==> src/hdl/assert_macros.svh <==
// ----------------------------------------------------------------------------
// assert_macros.svh
// Shared concurrent assertion macros, clocked on clk and disabled in reset.
// ----------------------------------------------------------------------------
`ifndef ASSERT_MACROS_SVH
`define ASSERT_MACROS_SVH

// same-cycle implication
`define WFMS_ASSERT_IMPL(lbl, ante, cons, msg) \
  lbl: assert property (@(posedge clk) disable iff (rst) (ante) |-> (cons)) \
    else $error(msg);

// next-cycle implication
`define WFMS_ASSERT_NEXT(lbl, ante, cons, msg) \
  lbl: assert property (@(posedge clk) disable iff (rst) (ante) |=> (cons)) \
    else $error(msg);

`endif

==> src/hdl/wfms_pkg.sv <==
// ----------------------------------------------------------------------------
// wfms_pkg
// Types, constants and register codes of the wall-follow mode selector.
// ----------------------------------------------------------------------------
package wfms_pkg;

  // scan geometry
  localparam int MAX_SAMPLES = 1024;
  localparam int IDX_W       = $clog2(MAX_SAMPLES);

  localparam logic [IDX_W-1:0] RIGHT_END      = IDX_W'(200);
  localparam logic [IDX_W-1:0] DIAG_RIGHT_END = IDX_W'(310);
  localparam logic [IDX_W-1:0] FRONT_END      = IDX_W'(420);
  localparam logic [IDX_W-1:0] DIAG_LEFT_END  = IDX_W'(530);
  localparam logic [IDX_W-1:0] LAST_IDX       = IDX_W'(MAX_SAMPLES - 1);

  // configuration port
  localparam int CFG_IDX_W  = 3;
  localparam int CFG_DATA_W = 16;

  localparam logic [CFG_IDX_W-1:0] REG_DETECT_DIST  = 3'd0;
  localparam logic [CFG_IDX_W-1:0] REG_MAX_RANGE    = 3'd1;
  localparam logic [CFG_IDX_W-1:0] REG_BASE_LINEAR  = 3'd2;
  localparam logic [CFG_IDX_W-1:0] REG_BASE_ANGULAR = 3'd3;
  localparam logic [CFG_IDX_W-1:0] REG_LOST_LIMIT   = 3'd4;
  localparam logic [CFG_IDX_W-1:0] REG_EXECUTING    = 3'd5;

  typedef enum logic [1:0] {
    MODE_FIND      = 2'd0,
    MODE_TURN_LEFT = 2'd1,
    MODE_FOLLOW    = 2'd2,
    MODE_TURN_ONLY = 2'd3
  } drive_mode_t;

  typedef struct packed {
    logic [13:0] detect_dist_mm;
    logic [15:0] max_range_mm;
    logic [10:0] base_linear_vel;
    logic [10:0] base_angular_vel;
    logic [7:0]  lost_limit;
    logic        executing;
  } cfg_t;

  // one range sample entering the region stage
  typedef struct packed {
    logic        fire;
    logic        last;
    logic [15:0] value;
  } sample_req_t;

  // region minima including the sample in flight
  typedef struct packed {
    logic [15:0] right;
    logic [15:0] diag_right;
    logic [15:0] front;
    logic [15:0] diag_left;
  } scan_min_t;

  typedef struct packed {
    drive_mode_t mode;
    logic        lost_valid;
    logic        lost;
  } decision_t;

endpackage

==> src/hdl/wfms_cfg_regs.sv <==
// ----------------------------------------------------------------------------
// wfms_cfg_regs
// Configuration register file, written through a plain write port.
// ----------------------------------------------------------------------------
module wfms_cfg_regs
  import wfms_pkg::*;
(
  input  logic                  clk,
  input  logic                  rst,
  input  logic                  cfg_we,
  input  logic [CFG_IDX_W-1:0]  cfg_index,
  input  logic [CFG_DATA_W-1:0] cfg_data,
  output cfg_t                  cfg
);

  always_ff @(posedge clk) begin
    if (rst) begin
      cfg.detect_dist_mm   <= 14'd400;
      cfg.max_range_mm     <= 16'd4000;
      cfg.base_linear_vel  <= 11'd200;
      cfg.base_angular_vel <= 11'd300;
      cfg.lost_limit       <= 8'd200;
      cfg.executing        <= 1'b0;
    end else if (cfg_we) begin
      unique case (cfg_index)
        REG_DETECT_DIST:  cfg.detect_dist_mm   <= cfg_data[13:0];
        REG_MAX_RANGE:    cfg.max_range_mm     <= cfg_data[15:0];
        REG_BASE_LINEAR:  cfg.base_linear_vel  <= cfg_data[10:0];
        REG_BASE_ANGULAR: cfg.base_angular_vel <= cfg_data[10:0];
        REG_LOST_LIMIT:   cfg.lost_limit       <= cfg_data[7:0];
        REG_EXECUTING:    cfg.executing        <= cfg_data[0];
        default: ;
      endcase
    end
  end

endmodule

==> src/hdl/wfms_region_min.sv <==
// ----------------------------------------------------------------------------
// wfms_region_min
// Sample index and running minimum of the four tracked angular regions.
// ----------------------------------------------------------------------------
`include "assert_macros.svh"

module wfms_region_min
  import wfms_pkg::*;
(
  input  logic        clk,
  input  logic        rst,
  input  sample_req_t sample,
  input  logic [15:0] max_range_mm,
  output scan_min_t   minima
);

  logic [IDX_W-1:0] sample_index;
  logic [15:0]      min_val [4];
  logic [3:0]       seen;
  logic [3:0]       hit;
  logic [15:0]      cur [4];
  logic [15:0]      nxt [4];
  logic             scan_end;

  // region 0 right, 1 right diagonal, 2 front, 3 left diagonal; the left region is dropped
  assign hit[0] = (sample_index < RIGHT_END);
  assign hit[1] = !hit[0] && (sample_index < DIAG_RIGHT_END);
  assign hit[2] = !hit[0] && !hit[1] && (sample_index < FRONT_END);
  assign hit[3] = !hit[0] && !hit[1] && !hit[2] && (sample_index < DIAG_LEFT_END);

  // an empty region reads as the range limit, a stored minimum is held to the current limit
  always_comb begin
    for (int k = 0; k < 4; k++) begin
      if (seen[k] && (min_val[k] < max_range_mm)) begin
        cur[k] = min_val[k];
      end else begin
        cur[k] = max_range_mm;
      end
      nxt[k] = (hit[k] && (sample.value < cur[k])) ? sample.value : cur[k];
    end
  end

  assign minima.right      = nxt[0];
  assign minima.diag_right = nxt[1];
  assign minima.front      = nxt[2];
  assign minima.diag_left  = nxt[3];

  assign scan_end = sample.fire && sample.last;

  always_ff @(posedge clk) begin
    if (rst) begin
      sample_index <= '0;
      seen         <= '0;
    end else if (sample.fire) begin
      if (sample.last) begin
        sample_index <= '0;
        seen         <= '0;
      end else begin
        if (sample_index != LAST_IDX) begin
          sample_index <= sample_index + 1'b1;
        end
        seen <= seen | hit;
      end
    end
  end

  always_ff @(posedge clk) begin
    if (sample.fire && !sample.last) begin
      for (int k = 0; k < 4; k++) begin
        if (hit[k]) begin
          min_val[k] <= nxt[k];
        end
      end
    end
  end

  `WFMS_ASSERT_NEXT(a_scan_end_index, scan_end, sample_index == '0, "index kept after scan end")
  `WFMS_ASSERT_NEXT(a_scan_end_seen, scan_end, seen == '0, "regions kept after scan end")

endmodule

==> src/hdl/wfms_mode_ctrl.sv <==
// ----------------------------------------------------------------------------
// wfms_mode_ctrl
// Drive mode decision at scan end, time-in-mode count and lost detection.
// ----------------------------------------------------------------------------
`include "assert_macros.svh"

module wfms_mode_ctrl
  import wfms_pkg::*;
(
  input  logic        clk,
  input  logic        rst,
  input  logic        decide,
  input  scan_min_t   minima,
  input  cfg_t        cfg,
  output drive_mode_t drive_state,
  output decision_t   dec
);

  logic [7:0]  time_in_mode;
  logic [16:0] d, d_p100, d_p50, d_m100;
  logic [16:0] r, fr, f, fl;
  logic        obstacle;
  logic        mode_change;
  drive_mode_t mode_next;

  assign d      = {3'b000, cfg.detect_dist_mm};
  assign d_p100 = d + 17'd100;
  assign d_p50  = d + 17'd50;
  assign d_m100 = d - 17'd100;

  assign r  = {1'b0, minima.right};
  assign fr = {1'b0, minima.diag_right};
  assign f  = {1'b0, minima.front};
  assign fl = {1'b0, minima.diag_left};

  assign obstacle = (fr < d) || (f <= d) || ((d >= 17'd100) && (fl < d_m100));

  always_comb begin
    if (obstacle) begin
      mode_next = ((f > d_p100) && (r > 17'd300)) ? MODE_TURN_LEFT : MODE_TURN_ONLY;
    end else if (r > d) begin
      mode_next = MODE_FIND;
    end else if ((r > 17'd300) && (r < d_p50)) begin
      mode_next = MODE_FOLLOW;
    end else begin
      mode_next = MODE_TURN_ONLY;
    end
  end

  assign mode_change = decide && (mode_next != drive_state);

  always_comb begin
    dec.mode       = mode_next;
    dec.lost_valid = (mode_next == drive_state) && cfg.executing;
    dec.lost       = dec.lost_valid && (drive_state == MODE_FIND)
                     && (time_in_mode > cfg.lost_limit);
  end

  always_ff @(posedge clk) begin
    if (rst) begin
      drive_state  <= MODE_TURN_ONLY;
      time_in_mode <= '0;
    end else if (decide) begin
      if (mode_next != drive_state) begin
        drive_state  <= mode_next;
        time_in_mode <= '0;
      end else if (cfg.executing && !dec.lost && (time_in_mode != 8'hFF)) begin
        time_in_mode <= time_in_mode + 1'b1;
      end
    end
  end

  `WFMS_ASSERT_NEXT(a_change_clears_time, mode_change, time_in_mode == '0, "time in mode kept")

endmodule

==> src/hdl/wall_follow_mode_selector_unit.sv <==
// ----------------------------------------------------------------------------
// wall_follow_mode_selector_unit
// Wall-following drive mode selector fed by a laser scan, one range sample
// per request, with control ticks that return the velocity command.
//
// One request is accepted every cycle while the result side is not stalled.
// Each request goes through an input register (range clamp) and then the
// region-minimum, mode-decision and velocity logic into the result register,
// and a stall on the result side can hold the request in the input register.
// Range samples other than the last of a scan give no result; the
// last sample gives the scan decision and a control tick gives the velocity
// command. A stalled result holds both stages and in turn stalls the input.
// ----------------------------------------------------------------------------
`include "assert_macros.svh"

module wall_follow_mode_selector_unit
  import wfms_pkg::*;
(
  input  logic                  clk,
  input  logic                  rst,
  input  logic                  cfg_we,
  input  logic [CFG_IDX_W-1:0]  cfg_index,
  input  logic [CFG_DATA_W-1:0] cfg_data,
  input  logic                  in_valid,
  output logic                  in_stall,
  input  logic                  mode,
  input  logic [15:0]           range_mm,
  input  logic                  last_sample,
  output logic                  out_valid,
  input  logic                  out_stall,
  output logic                  kind,
  output logic [1:0]            drive_mode,
  output logic                  lost_valid,
  output logic                  lost,
  output logic [10:0]           linear_cmd,
  output logic signed [12:0]    angular_cmd
);

  cfg_t        cfg;
  sample_req_t sample;
  scan_min_t   minima;
  drive_mode_t drive_state;
  decision_t   dec;

  logic        s1_valid;
  logic        s1_mode;
  logic        s1_last;
  logic [15:0] s1_value;
  logic        advance;
  logic        s2_fire;
  logic        has_result;
  logic [10:0] lin;
  logic signed [12:0] ang;
  logic [11:0] find_sum;
  logic        tick_out;
  logic        dec_out;
  logic        lost_out;

  assign advance  = !out_valid || !out_stall;
  assign in_stall = s1_valid && !advance;
  assign s2_fire  = s1_valid && advance;
  assign has_result = s1_mode || s1_last;

  // input stage, range clamped here
  always_ff @(posedge clk) begin
    if (rst) begin
      s1_valid <= 1'b0;
    end else if (!in_stall) begin
      s1_valid <= in_valid;
    end
  end

  always_ff @(posedge clk) begin
    if (in_valid && !in_stall) begin
      s1_mode  <= mode;
      s1_last  <= last_sample;
      s1_value <= (range_mm > cfg.max_range_mm) ? cfg.max_range_mm : range_mm;
    end
  end

  wfms_cfg_regs u_cfg (
    .clk       (clk),
    .rst       (rst),
    .cfg_we    (cfg_we),
    .cfg_index (cfg_index),
    .cfg_data  (cfg_data),
    .cfg       (cfg)
  );

  assign sample.fire  = s2_fire && !s1_mode;
  assign sample.last  = s1_last;
  assign sample.value = s1_value;

  wfms_region_min u_region (
    .clk          (clk),
    .rst          (rst),
    .sample       (sample),
    .max_range_mm (cfg.max_range_mm),
    .minima       (minima)
  );

  wfms_mode_ctrl u_mode (
    .clk         (clk),
    .rst         (rst),
    .decide      (sample.fire && s1_last),
    .minima      (minima),
    .cfg         (cfg),
    .drive_state (drive_state),
    .dec         (dec)
  );

  assign find_sum = {1'b0, cfg.base_angular_vel} + {2'b00, cfg.base_linear_vel[10:1]};

  // velocity command for the current drive mode
  always_comb begin
    lin = '0;
    ang = '0;
    if (cfg.executing) begin
      unique case (drive_state)
        MODE_FIND: begin
          if (cfg.base_angular_vel > 11'd300) begin
            lin = 11'd150;
            ang = -13'sd600;
          end else begin
            lin = {1'b0, cfg.base_linear_vel[10:1]};
            ang = -$signed({1'b0, find_sum});
          end
        end
        MODE_TURN_LEFT: begin
          lin = 11'd100;
          ang = (cfg.base_angular_vel > 11'd300) ? 13'sd300
                : $signed({2'b00, cfg.base_angular_vel});
        end
        MODE_FOLLOW: begin
          lin = (cfg.base_linear_vel > 11'd300) ? 11'd400 : cfg.base_linear_vel;
          ang = '0;
        end
        MODE_TURN_ONLY: begin
          lin = '0;
          ang = $signed({2'b00, cfg.base_angular_vel});
        end
        default: ;
      endcase
    end
  end

  // result register
  always_ff @(posedge clk) begin
    if (rst) begin
      out_valid <= 1'b0;
    end else if (advance) begin
      out_valid <= s2_fire && has_result;
    end
  end

  always_ff @(posedge clk) begin
    if (s2_fire && has_result) begin
      kind <= s1_mode;
      if (s1_mode) begin
        drive_mode  <= drive_state;
        lost_valid  <= 1'b0;
        lost        <= 1'b0;
        linear_cmd  <= lin;
        angular_cmd <= ang;
      end else begin
        drive_mode  <= dec.mode;
        lost_valid  <= dec.lost_valid;
        lost        <= dec.lost;
        linear_cmd  <= '0;
        angular_cmd <= '0;
      end
    end
  end

  assign tick_out = out_valid && kind;
  assign dec_out  = out_valid && !kind;
  assign lost_out = out_valid && lost;

  `WFMS_ASSERT_IMPL(a_tick_no_lost, tick_out, !lost_valid && !lost, "lost on velocity result")
  `WFMS_ASSERT_IMPL(a_decision_zero_lin, dec_out, linear_cmd == '0, "linear on decision")
  `WFMS_ASSERT_IMPL(a_decision_zero_ang, dec_out, angular_cmd == '0, "angular on decision")
  `WFMS_ASSERT_IMPL(a_lost_valid, lost_out, lost_valid, "lost without valid")
  `WFMS_ASSERT_IMPL(a_lost_in_find, lost_out, drive_mode == MODE_FIND, "lost outside find")

endmodule
==> config.mk <==
export PLATFORM = sky130hd
export DESIGN_NAME = wall_follow_mode_selector_unit
export DESIGN_NICKNAME = d
export VERILOG_FILES = /design/src/hdl/wfms_pkg.sv /design/src/hdl/wfms_cfg_regs.sv /design/src/hdl/wfms_region_min.sv /design/src/hdl/wfms_mode_ctrl.sv /design/src/hdl/wall_follow_mode_selector_unit.sv
export VERILOG_INCLUDE_DIRS = /design/src /design/src/hdl
export SDC_FILE = /design/constraint.sdc
export NUM_CORES = 1
export LEC_CHECK = 0
export ABC_AREA = 1
export BUFFER_PORTS_ARGS = -buffer_cell sky130_fd_sc_hd__buf_2
export CAP_MARGIN = 20
export CORE_MARGIN = 2
export CORE_UTILIZATION = 50
export CTS_CLUSTER_DIAMETER = 100
export DETAILED_ROUTE_END_ITERATION = 10
export PLACE_DENSITY = 0.72
export SETUP_SLACK_MARGIN = 0.02
export SLEW_MARGIN = 30
export SYNTH_ARGS = -nofsm -noshare
export SYNTH_HDL_FRONTEND = slang
export SYNTH_SLANG_ARGS = --single-unit
==> constraint.sdc <==
create_clock -name clk -period 6.4 [get_ports clk]
set_input_delay 0.32 -clock clk [delete_from_list [all_inputs] [get_ports clk]]
set_output_delay 0.32 -clock clk [all_outputs]
set_load 0.005 [all_outputs]
Word-level counts from Yosys, hierarchy flattened
Memory sizes are Yosys's and may differ from the RTL's.
Cells that the tools add are included.

storage, ports and cells
  memories = 1
  flip-flop bits (word level) = 134
  bits in writable memories = 64
  word-level logic and storage cells = 171

memories
  memory            words  width  rd ports  clocked after Yosys merged registers in  write ports  RTL line               source
  u_region.min_val  4      16     4         0                                        1            wfms_region_min.sv:18  logic [15:0] min_val [4];

operators by class
  add/sub/neg operators = 7
  reductions and logical operators = 59
  $lt $le $gt $ge = 24
  mux-type cells = 46
  equal/unequal tests = 12
  bitwise operators = 1

operators by type and width
  operator                                                                           number
  16-bit two-way mux                                                                 12
  16-bit < comparator                                                                8
  13-bit one-hot mux with 4 select lines                                             1
  16-bit OR reduction                                                                3
  11-bit one-hot mux with 4 select lines                                             1
  16-bit by 17-bit < comparator with 1-bit output                                    2
  10-bit two-way mux                                                                 3
  1-bit logical AND                                                                  28
  11-bit by 9-bit greater-than comparator with 1-bit output (second input constant)  2
  11-bit two-way mux                                                                 2
  10-bit by 9-bit < comparator with 1-bit output (second input constant)             2
  2-bit AND reduction                                                                10
  16-bit by 17-bit greater-than comparator with 1-bit output                         1
  16-bit by 14-bit greater-than comparator with 1-bit output                         1
  16-bit greater-than comparator                                                     1
  16-bit by 9-bit greater-than comparator with 1-bit output (second input constant)  1
  16-bit by 14-bit <= comparator with 1-bit output                                   1
  16-bit by 14-bit < comparator with 1-bit output                                    1
  1-bit two-way mux                                                                  16
  8-bit two-way mux                                                                  2
  14-bit by 6-bit adder with 15-bit output (second input constant)                   1
  14-bit by 7-bit adder with 15-bit output (second input constant)                   1
  14-bit by 7-bit subtractor with 15-bit output (second input constant)              1
  14-bit by 7-bit >= comparator with 1-bit output (second input constant)            1
  other kinds (25)                                                                   47

Longest topological paths before layout
Gate-level depths: netlist of run 1.

  word-level depth = 24
  depth in mapped cells = 49
  mapped depth without buffers = 46

By module
From an unflattened synthesis of run 1, not the netlist that was laid out.

unflattened totals
  cells, all modules = 2345
  area total of the unflattened synthesis = 16915.0 um^2

modules (own cells, without submodules)
  module                          instances  seq. area each (um^2)  cells an instance  area an instance (um^2)
  wfms_region_min                 1          2202.1                 1022               7353.3
  wfms_mode_ctrl                  1          200.2                  540                3638.5
  wall_follow_mode_selector_unit  1          1451.4                 438                3515.9
  wfms_cfg_regs                   1          1221.2                 345                2407.3

Least setup slack after synthesis of run 1
Ideal clock, no wire load.

  path type = reg-to-reg
  start = register u_cfg.cfg[40] (netlist name)
  end = register lost, data pin
  stages on the path, launching flop included = 37
  path slack = 666 ps
  clock period less this slack = 5734 ps
  setup time = 157 ps
  arrival time = 5577 ps
  cell sequence = dfxtp_1 > inv_1 > ha_1 > a21oi_1 > o21ai_0 > a21oi_1 > nand3_2 > buf_2 > clkbuf_1 > o21ai_0 > inv_1 > ha_1 > a21oi_1 > nand3b_1 > a21oi_1 > nor3_1 > clkbuf_1 > nand3_1 > nand2_1 > inv_1 > ha_1 > inv_1 > nor2_1 > o21ai_0 > a21oi_1 > a2111oi_0 > o221ai_1 > a221o_1 > o41ai_1 > nand2_1 > inv_1 > nand3_1 > nand3_1 > nand2_2 > nor2_8 > nand2_1 > nor3_1

RTL lines
  what                  RTL line                               source
  end signal, assigned  wall_follow_mode_selector_unit.sv:168  lost <= dec.lost;
  end, declared         wall_follow_mode_selector_unit.sv:34   output logic lost,

==> results.md, run 1 <==
* Status: completed
* Post-route insts no fill at between 2000 and 3000
* Die Span Y at approximately 180 um
* Max frequency at 166.4 MHz
* Skew final at 0.02128 ns
* Async set or reset register ratio after synthesis at 0%
* Hold violation total from the final report at 0
* DRC marker count from the first detailed-route iteration at 1710
* Placed Cells incl. Taps at 2486
* Clock transition at the register clock pins on the worst setup and hold paths after CTS at about 0.08 ns
* Site row count at between 60 and 70
* Wire length of the first global-routing pass at ~78 mm
* Post-CTS Hold Fix Bufs at 0
* Buffer type at the clock tree root: clkbuf_16
* Length in cells of the worst reg-to-reg path at 35
* Count of pins over their slew limit at 0
* Cells after synthesis at ~2000
* Clock insertion delay at the later pin of the skew report at 0.47 ns
* Horizontal die dimension at between 150 and 200 um
* Residual antenna-violating net count after detailed routing at 0
* DR vias/cell at around 5.9
* Initial Utilization at 50.63%
* Leading cell type in the layout, fill and taps excluded: nand2_1
* Remaining design rule violation count at 0
* M3 GR Usage at 4.538%
* Period utilisation layout at approximately 94%
* H-tree lvl count at 4
* Crit Reg-Reg Startpoint: u_cfg.cfg[42]
* Biggest fanout along the worst timing path at 9
* Most frequent cells in the layout: nand2_1, ha_1, inv_1, a21oi_1, o21ai_0
* Total grt overflow at 0
* Vias in the first global route at about 14000
* Yosys Warn Count at 0
* Routed WL at about 51 mm
* Worst path most repeated cell: nand2_1
* Number of instances on the worst hold path at 1
* Fill cell instance count of the final layout at approximately 2800
* Area growth from synthesis to layout at 12.92%
* Worst EP arrival at 6.41 ns
* Final weighted congestion in routability-driven placement at 0.9969
* Part of the Yosys area used for sequential elements at around 33%
* Number of antenna violations at the first check in global routing at 3
* Hold/Removal Path Class: in -> reg
* Total power at 3.369 mW
* Maximum number of buffers from clock root to sink at 2
* Number of flip-flops and latches in the synthesized netlist at 198
* Clock tree from TritonCTS: built
* Post-synth net total at 2302
* Type of the worst setup path: reg -> reg
* Share of final-layout standard cells stronger than drive strength 1 at a little over a tenth
* Power per standard cell area at about 190 nW/um^2
* Startpoint type of the worst setup path: register
* Reported max-cap violation count at 0
* Most used flip-flop cell after synthesis: edfxtp_1
* Number of nets in the finished design at 2414
* Number of top-level design ports at between 70 and 80
* Worst path max stage delay at 0.37 ns
* Critical Path Sink: u_mode.time_in_mode[7]
* Total global routing track utilization at 30.99%
* Netlist area before placement at 15410 sq um
* Sort of element at the end of the critical path: register
* Via Count at around 15000
* Global routing met1 resource utilization at roughly two fifths
* End of the worst register-to-register path: u_mode.time_in_mode[7]
* Worst path slowest cell: dfxtp_2
* RSZ-0062 raised after global routing: yes
* Relative slew slack at between 30% and 40%
* Met2 Usage GRT at 50.24%
* Pin count of the biggest net entering global routing at slightly above 60
* Crit path required time at about 7 ns
* Mean instance size in the synthesized netlist at ~7.7 sq um
* Final critical-path required period at 6.008 ns
* Floorplan core area at 30430 sq um
* DP Wirelength at roughly 39 mm
* GRT Max-Usage Layer: met2
* 1st-pass router iterations at 5
* EDFF count, synth at between 100 and 150
* CTS Buf Count at 17
* WL per Instance at 20.08 um
* Die footprint at about 32000 sq um
* Final setup viols at 0
* Worst Max-Slew Pin Slew at 0.9644 ns
* CTS Sinks at just under 200
* Worst setup path start: u_cfg.cfg[42]
* Count of input and output buffers at 72
* Leakage power at 8.150 nW
* Worst reg2reg setup slack at between 0.3 and 0.4 ns
* Unique masters post-synth at between 50 and 60
* Worst ir drop on vdd at between 0.1 and 0.15 mV
==> worst min path at each step <==
stage | to | start
after global routing | s1_mode | mode
after detailed placement | u_cfg.cfg[2] | u_cfg.cfg[2]
after floorplan | s1_last | last_sample
after CTS | s1_mode | mode
after global placement | u_cfg.cfg[2] | u_cfg.cfg[2]
final | s1_mode | mode
==> worst max-delay path: cells and delay by family, from the launching register on <==
kind	cells	cell delay (ns)
adders and majority gates	3	0.93
and+or+nand+nor	17	2.24
buffers and inverters	4	0.52
AOI/OAI and AO/OA	11	1.87
DFF	1	0.37
==> timing repair <==
| action | CTS | global route |
|---|---|---|
| setup buffers | 0 | 9 |
| gates cloned | 0 | 3 |
| resized for setup | 4 | 56 |
| endpoints found under the setup margin | 11 | 14 |
| pin swaps | 0 | 14 |
==> cell families (layout without fill, tap and decap cells) <==
| kind of cell | after synthesis | in the layout | share of synthesized area (%) |
|---|---|---|---|
| xor gates and xnor gates | 31 | 31 | 1.762 |
| and+or+nand+nor | 757 | 760 | 20.62 |
| other | 1 | 2 | 0.02434 |
| DFF | 198 | 198 | 32.94 |
| adders and majority gates | 251 | 251 | 20.43 |
| AOI/OAI and AO/OA | 476 | 476 | 16.89 |
| buffers and inverters | 295 | 417 | 7.326 |
==> metrics by stage <==
step / TNS, ns / cell area (sq um) / worst slack [ns] / hold slack, ns / util [%]
5_1_grt: -0.03226 / 17390 / -0.02918 / 0.01939 / 57.16
3_5_place_dp: -0.9926 / 16520 / -0.1280 / 0.4535 / 54.30
3_3_place_gp: -0.05610 / 16510 / -0.03096 / 0.4523 / 54.25
2_1_floorplan: 0 / 15410 / 0.6662 / 0.4189 / -
6_report: 0 / 17400 / 0.3921 / 0.03276 / 57.17
4_1_cts: 0 / 17150 / 0.02500 / 0.01666 / 56.37
==> layout make-up <==
type | count | area (sq um) | share of cell area (%)
clock inverters | 13 | 165.2 | 0.9494
multi-input cells | 1519 | 9392 | 53.98
flip-flops and latches | 198 | 5077 | 29.19
well taps | 396 | 495.5 | 2.848
clock buffers | 19 | 454.2 | 2.611
repair buffers | 139 | 887.1 | 5.099
diodes | 1 | 2.502 | 0.01438
inverters | 246 | 923.4 | 5.308
==> where the power goes <==
group / switching [mW] / internal [mW] / total (mW) / leakage (nW)
combinational: 0.483 / 0.269 / 0.753 / 6.12
sequential: 0.0519 / 1.38 / 1.43 / 1.73
clock: 0.569 / 0.614 / 1.18 / 0.301
==> synthesized netlist by cell type (2+ instances only) <==
master	number	area, sq um
nor3_1	25	125.1
a211o_1	2	17.52
o211ai_1	21	157.7
nand3b_1	6	45.04
o21bai_1	6	45.04
edfxtp_1	111	3333
o21a_1	4	30.03
nand3_1	77	385.4
inv_2	6	22.52
o21ai_0	203	1016
o31ai_1	4	30.03
nand2_2	9	56.30
inv_1	239	897.1
nand4_1	37	231.5
o21ai_1	6	30.03
xor2_1	28	245.2
o221ai_1	6	52.55
buf_6	2	22.52
nand2_1	441	1655
a31oi_1	5	31.28
xnor2_1	3	26.28
nor2_1	145	544.3
ha_1	250	3128
buf_2	2	10.01
a211oi_1	17	127.6
o21ai_2	2	17.52
a2111oi_0	3	26.28
nor4_1	9	56.30
clkbuf_1	43	161.4
o22ai_1	4	25.02
a21oi_1	186	930.9
dfxtp_1	87	1742
==> flip-flops by register name, summed over array words and instances (netlist names) <==
name                   cells
u_region.min_val          64
u_cfg.cfg                 61
s1_value                  16
angular_cmd               13
linear_cmd                11
u_region.sample_index     10
u_mode.time_in_mode        8
u_region.seen              4
drive_mode                 2
u_mode.drive_state         2
kind                       1
lost                       1
lost_valid                 1
out_valid                  1
s1_last                    1
s1_mode                    1
s1_valid                   1
==> metal layers <==
layer	up-vias	routed length [um]	part of all wire, %
li1	7160	-	-
met1	7015	20840	41
met2	699	23160	46
met3	124	4620	9.1
met4	0	2193	4.3
met5	-	0	0
Note: power is estimated with default switching activity, not from simulation.
==> inputs of run 2 (changes only) <==
- ABC_AREA: 1 -> 0
==> run 2 against run 1 <==
The flow now finishes with violations (setup timing). Combinational power rose by 34%. Design area up 20%. Highest routed layer is now met5. Clock skew fell by 0.0044 ns.
==> results.md, run 2 <==
* Status: finished with violations (was completed)
* Violations in the final reports: setup timing
* Commonest cells in the netlist: ha_1, a21oi_1, nand2_1, nor2_1, edfxtp_1 (was nand2_1, ha_1, inv_1, o21ai_0, a21oi_1)
* WL per Instance at 23.71 um (was 20.08 um)
* Worst path slowest cell: edfxtp_1 (was dfxtp_2)
* Worst EP arrival at 7.64 ns (was 6.41 ns)
* Area growth from synthesis to layout at 33.51% (was 12.92%)
* Count of input and output buffers at 72 (unchanged)
* Part of the total power dissipated in sequential elements at 39.8% (was 42.6%)
* Via Count at 16080 (was 15000)
* Internal Pwr Total at 2.382 mW (was 2.265 mW)
* Die Span Y at 180.9 um (was 179.5 um)
* Crit path required time at 6.80 ns (about the same)
* Netlist area before placement at 15660 sq um (was 15410 sq um)
* CTS Buf Count at 17 (unchanged)
* Setup total negative slack at -8.842 ns (was 0 ns)
* Hold/Removal Path Class: in -> reg (unchanged)
* Yosys Warn Count at 0 (unchanged)
* Clock insertion delay at the later pin of the skew report at 0.47 ns (about the same)
* Share of final-layout standard cells stronger than drive strength 1 at 31.12% (was 10.45%)
* Routed WL at 59.44 mm (was 50.82 mm)
* Max frequency at 138.1 MHz (was 166.4 MHz)
* Post-synth net total at 2050 (was 2302)
* Period utilisation layout at 113.2% (was 93.87%)
* EDFF count, synth at 111 (unchanged)
* Type of the worst setup path: reg -> reg (unchanged)
* Area share of the largest cell type after synthesis at 21.29% (was 21.64%)
* Switch Pwr at 1.151 mW (was 1.104 mW)
* Relative slew slack at 34.00% (was 35.47%)
* H-tree lvl count at 4 (unchanged)
* Clock transition at the register clock pins on the worst setup and hold paths after CTS at 0.08 ns (about the same)
* Async set or reset register ratio after synthesis at 0% (unchanged)
* Fin worst setup slack at -0.8427 ns (was 0.3921 ns)
* Leading cell type in the layout, fill and taps excluded: buf_4 (was nand2_1)
* CTS Sinks at 198 (unchanged)
* Wire length of the first global-routing pass at 88.58 mm (was 78.12 mm)
* Total global routing track utilization at 35.10% (was 30.99%)
* Startpoint type of the worst setup path: register (unchanged)
* Reported max-cap violation count at 0 (unchanged)
* Leakage power at 8.583 nW (was 8.150 nW)
* Horizontal die dimension at 180.9 um (was 179.5 um)
* Number of nets in the finished design at 2391 (was 2414)
* Floorplan core area at 30750 sq um (was 30430 sq um)
* Biggest fanout along the worst timing path at 8 (was 9)
* Count of pins over their slew limit at 0 (unchanged)
* Site row count at 64 (unchanged)
* Pin count of the biggest net entering global routing at 53 (was 62)
* Clock power frac at 31.7% (was 35.1%)
* Buffer type at the clock tree root: clkbuf_16 (unchanged)
* Remaining design rule violation count at 0 (unchanged)
* Worst Max-Slew Pin Slew at 0.9868 ns (was 0.9644 ns)
* Diode insertion count for antenna repair at 0 (was 1)
* Residual antenna-violating net count after detailed routing at 0 (unchanged)
* Final setup viols at 14 (was 0)
* Dominant cell by count in the synthesized netlist: ha_1 (was nand2_1)
* Most frequent cells in the layout: buf_4, ha_1, nand2_1, a21oi_1, nor2_1 (was nand2_1, ha_1, inv_1, a21oi_1, o21ai_0)
* Maximum number of buffers from clock root to sink at 2 (unchanged)
* Number of top-level design ports at 73 (unchanged)
* Most used flip-flop cell after synthesis: edfxtp_1 (unchanged)
* Sort of element at the end of the critical path: register (unchanged)
* Share of total power in combinational logic at 28.5% (was 22.3%)
* Total grt overflow at 0 (unchanged)
* Biggest register: u_region.min_val (unchanged)
* DP Wirelength at 42.88 mm (was 39.00 mm)
* Vias in the first global route at 15700 (was 13910)
* Die footprint at 32740 sq um (was 32230 sq um)
* Worst path most repeated cell: buf_4 (was nand2_1)
* Total power at 3.534 mW (was 3.369 mW)
* Cells after synthesis at 1757 (was 2009)
* Number of flip-flops and latches in the synthesized netlist at 198 (unchanged)
* Unique masters post-synth at 83 (was 52)
* Worst path max stage delay at 0.47 ns (was 0.37 ns)
* RSZ-0062 raised after global routing: yes (unchanged)
* Part of the Yosys area used for sequential elements at 32.42% (was 32.94%)
* Final critical-path required period at 7.243 ns (was 6.008 ns)
* Hold violation total from the final report at 0 (unchanged)
* DR vias/cell at 6.416 (was 5.926)
* DRC marker count from the first detailed-route iteration at 1607 (was 1710)
* Worst ir drop on vdd at 0.2535 mV (was 0.1465 mV)
* Skew final at 0.01692 ns (was 0.02128 ns)
* Post-CTS Hold Fix Bufs at 0 (unchanged)
* Switching portion of total power at 32.58% (was 32.77%)
* 1st-pass router iterations at 5 (unchanged)
* Top Registers: u_region.min_val x64, u_cfg.cfg x61, s1_value x16 (unchanged)
* Number of antenna violations at the first check in global routing at 1 (was 3)
* Largest register FFs at 64 (unchanged)
* Power per standard cell area at 169.1 nW/um^2 (was 193.7 nW/um^2)
* Final weighted congestion in routability-driven placement at 0.9799 (was 0.9969)
* Top area cells in the synthesized netlist: edfxtp_1, ha_1, dfxtp_1 (unchanged)
* Cell accounting for the most synthesized area: edfxtp_1 (unchanged)
* Clock tree from TritonCTS: built (unchanged)
* Initial Utilization at 50.91% (was 50.63%)
* Mean instance size in the synthesized netlist at 8.910 sq um (was 7.669 sq um)
[run 2: layout make-up]
type | instances | area (sq um)
Timing Repair Buffer | 392 | 2969
Multi-Input combinational cell | 1395 | 11400
Inverter | 94 | 367.9
Tap cell | 396 | 495.5
Clock inverter | 13 | 142.6
Sequential cell | 198 | 5091
Clock buffer | 19 | 432.9
Fill cell | 2336 | 9848
[run 2: worst paths after layout]
path                            from                endpoint  slack, ns  depth (start not counted)
max reg2reg  u_region.min_val[1][10]  u_mode.time_in_mode[3]      -0.84                         36
min                             mode                 s1_mode       0.03                          1
min reg2reg            u_cfg.cfg[30]           u_cfg.cfg[30]       0.47                          2
max          u_region.min_val[1][10]  u_mode.time_in_mode[3]      -0.84                         36
[run 2: per-stage QoR]
| stage | hold WS (ns) | utilization (%) | instance area, sq um | cells | setup slack, ns |
|---|---|---|---|---|---|
| finish | 0.03087 | 67.97 | 20900 | 2507 | -0.8427 |
| global placement | 0.4471 | 59.94 | 18430 | 2406 | -0.9427 |
| floorplan | 0.4189 | - | 15940 | 1757 | -0.05412 |
| global route | 0.03012 | 67.97 | 20900 | 2507 | -1.079 |
| detailed placement | 0.4611 | 59.97 | 18440 | 2406 | -1.075 |
| CTS | 0.02025 | 64.93 | 19970 | 2476 | -0.5734 |
[run 2: worst max-delay path: cells and delay by family, from the launching register on]
kind | cells | cell delay [ns]
multiplexers | 1 | 0.27
flip-flops | 1 | 0.47
AND/OR/NAND/NOR | 9 | 1.53
AO/OA/AOI/OAI | 13 | 2.43
adder cells (fa/ha/maj) | 3 | 0.86
buffers and inverters | 10 | 1.61
[run 2: metal layers]
metal / wire length [um] / track usage (%)
met2: 27360 / 58.06
met5: 10 / 0
met3: 5979 / 7.116
met1: 22400 / 43.53
met4: 3687 / 17.92
[run 2: repair_timing]
| action | CTS | global route |
|---|---|---|
| resized for setup | 133 | 129 |
| pin swaps | 36 | 88 |
| endpoints found under the setup margin | 14 | 14 |
| buffers inserted | 36 | 34 |
| cloned | 4 | 1 |
[run 2: logic make-up after synthesis]
| family | after synthesis | synth area share, % |
|---|---|---|
| other | 1 | 0.02395 |
| buffers and inverters | 166 | 4.084 |
| muxes | 95 | 6.274 |
| and+or+nand+nor | 539 | 15.94 |
| adders and majority gates | 251 | 20.11 |
| DFF | 198 | 32.42 |
| AOI/OAI and AO/OA | 461 | 18.57 |
| xor gates and xnor gates | 46 | 2.574 |
[run 2: power groups by stage]
stage          combinational (mW)  sequential, mW  clock [mW]
2_1_floorplan               0.470            1.43           0
3_3_place_gp                0.754            1.43           0
3_5_place_dp                0.781            1.43           0
4_1_cts                     0.888            1.40        1.12
5_1_grt                      1.07            1.41        1.17
6_report                     1.01            1.41        1.12
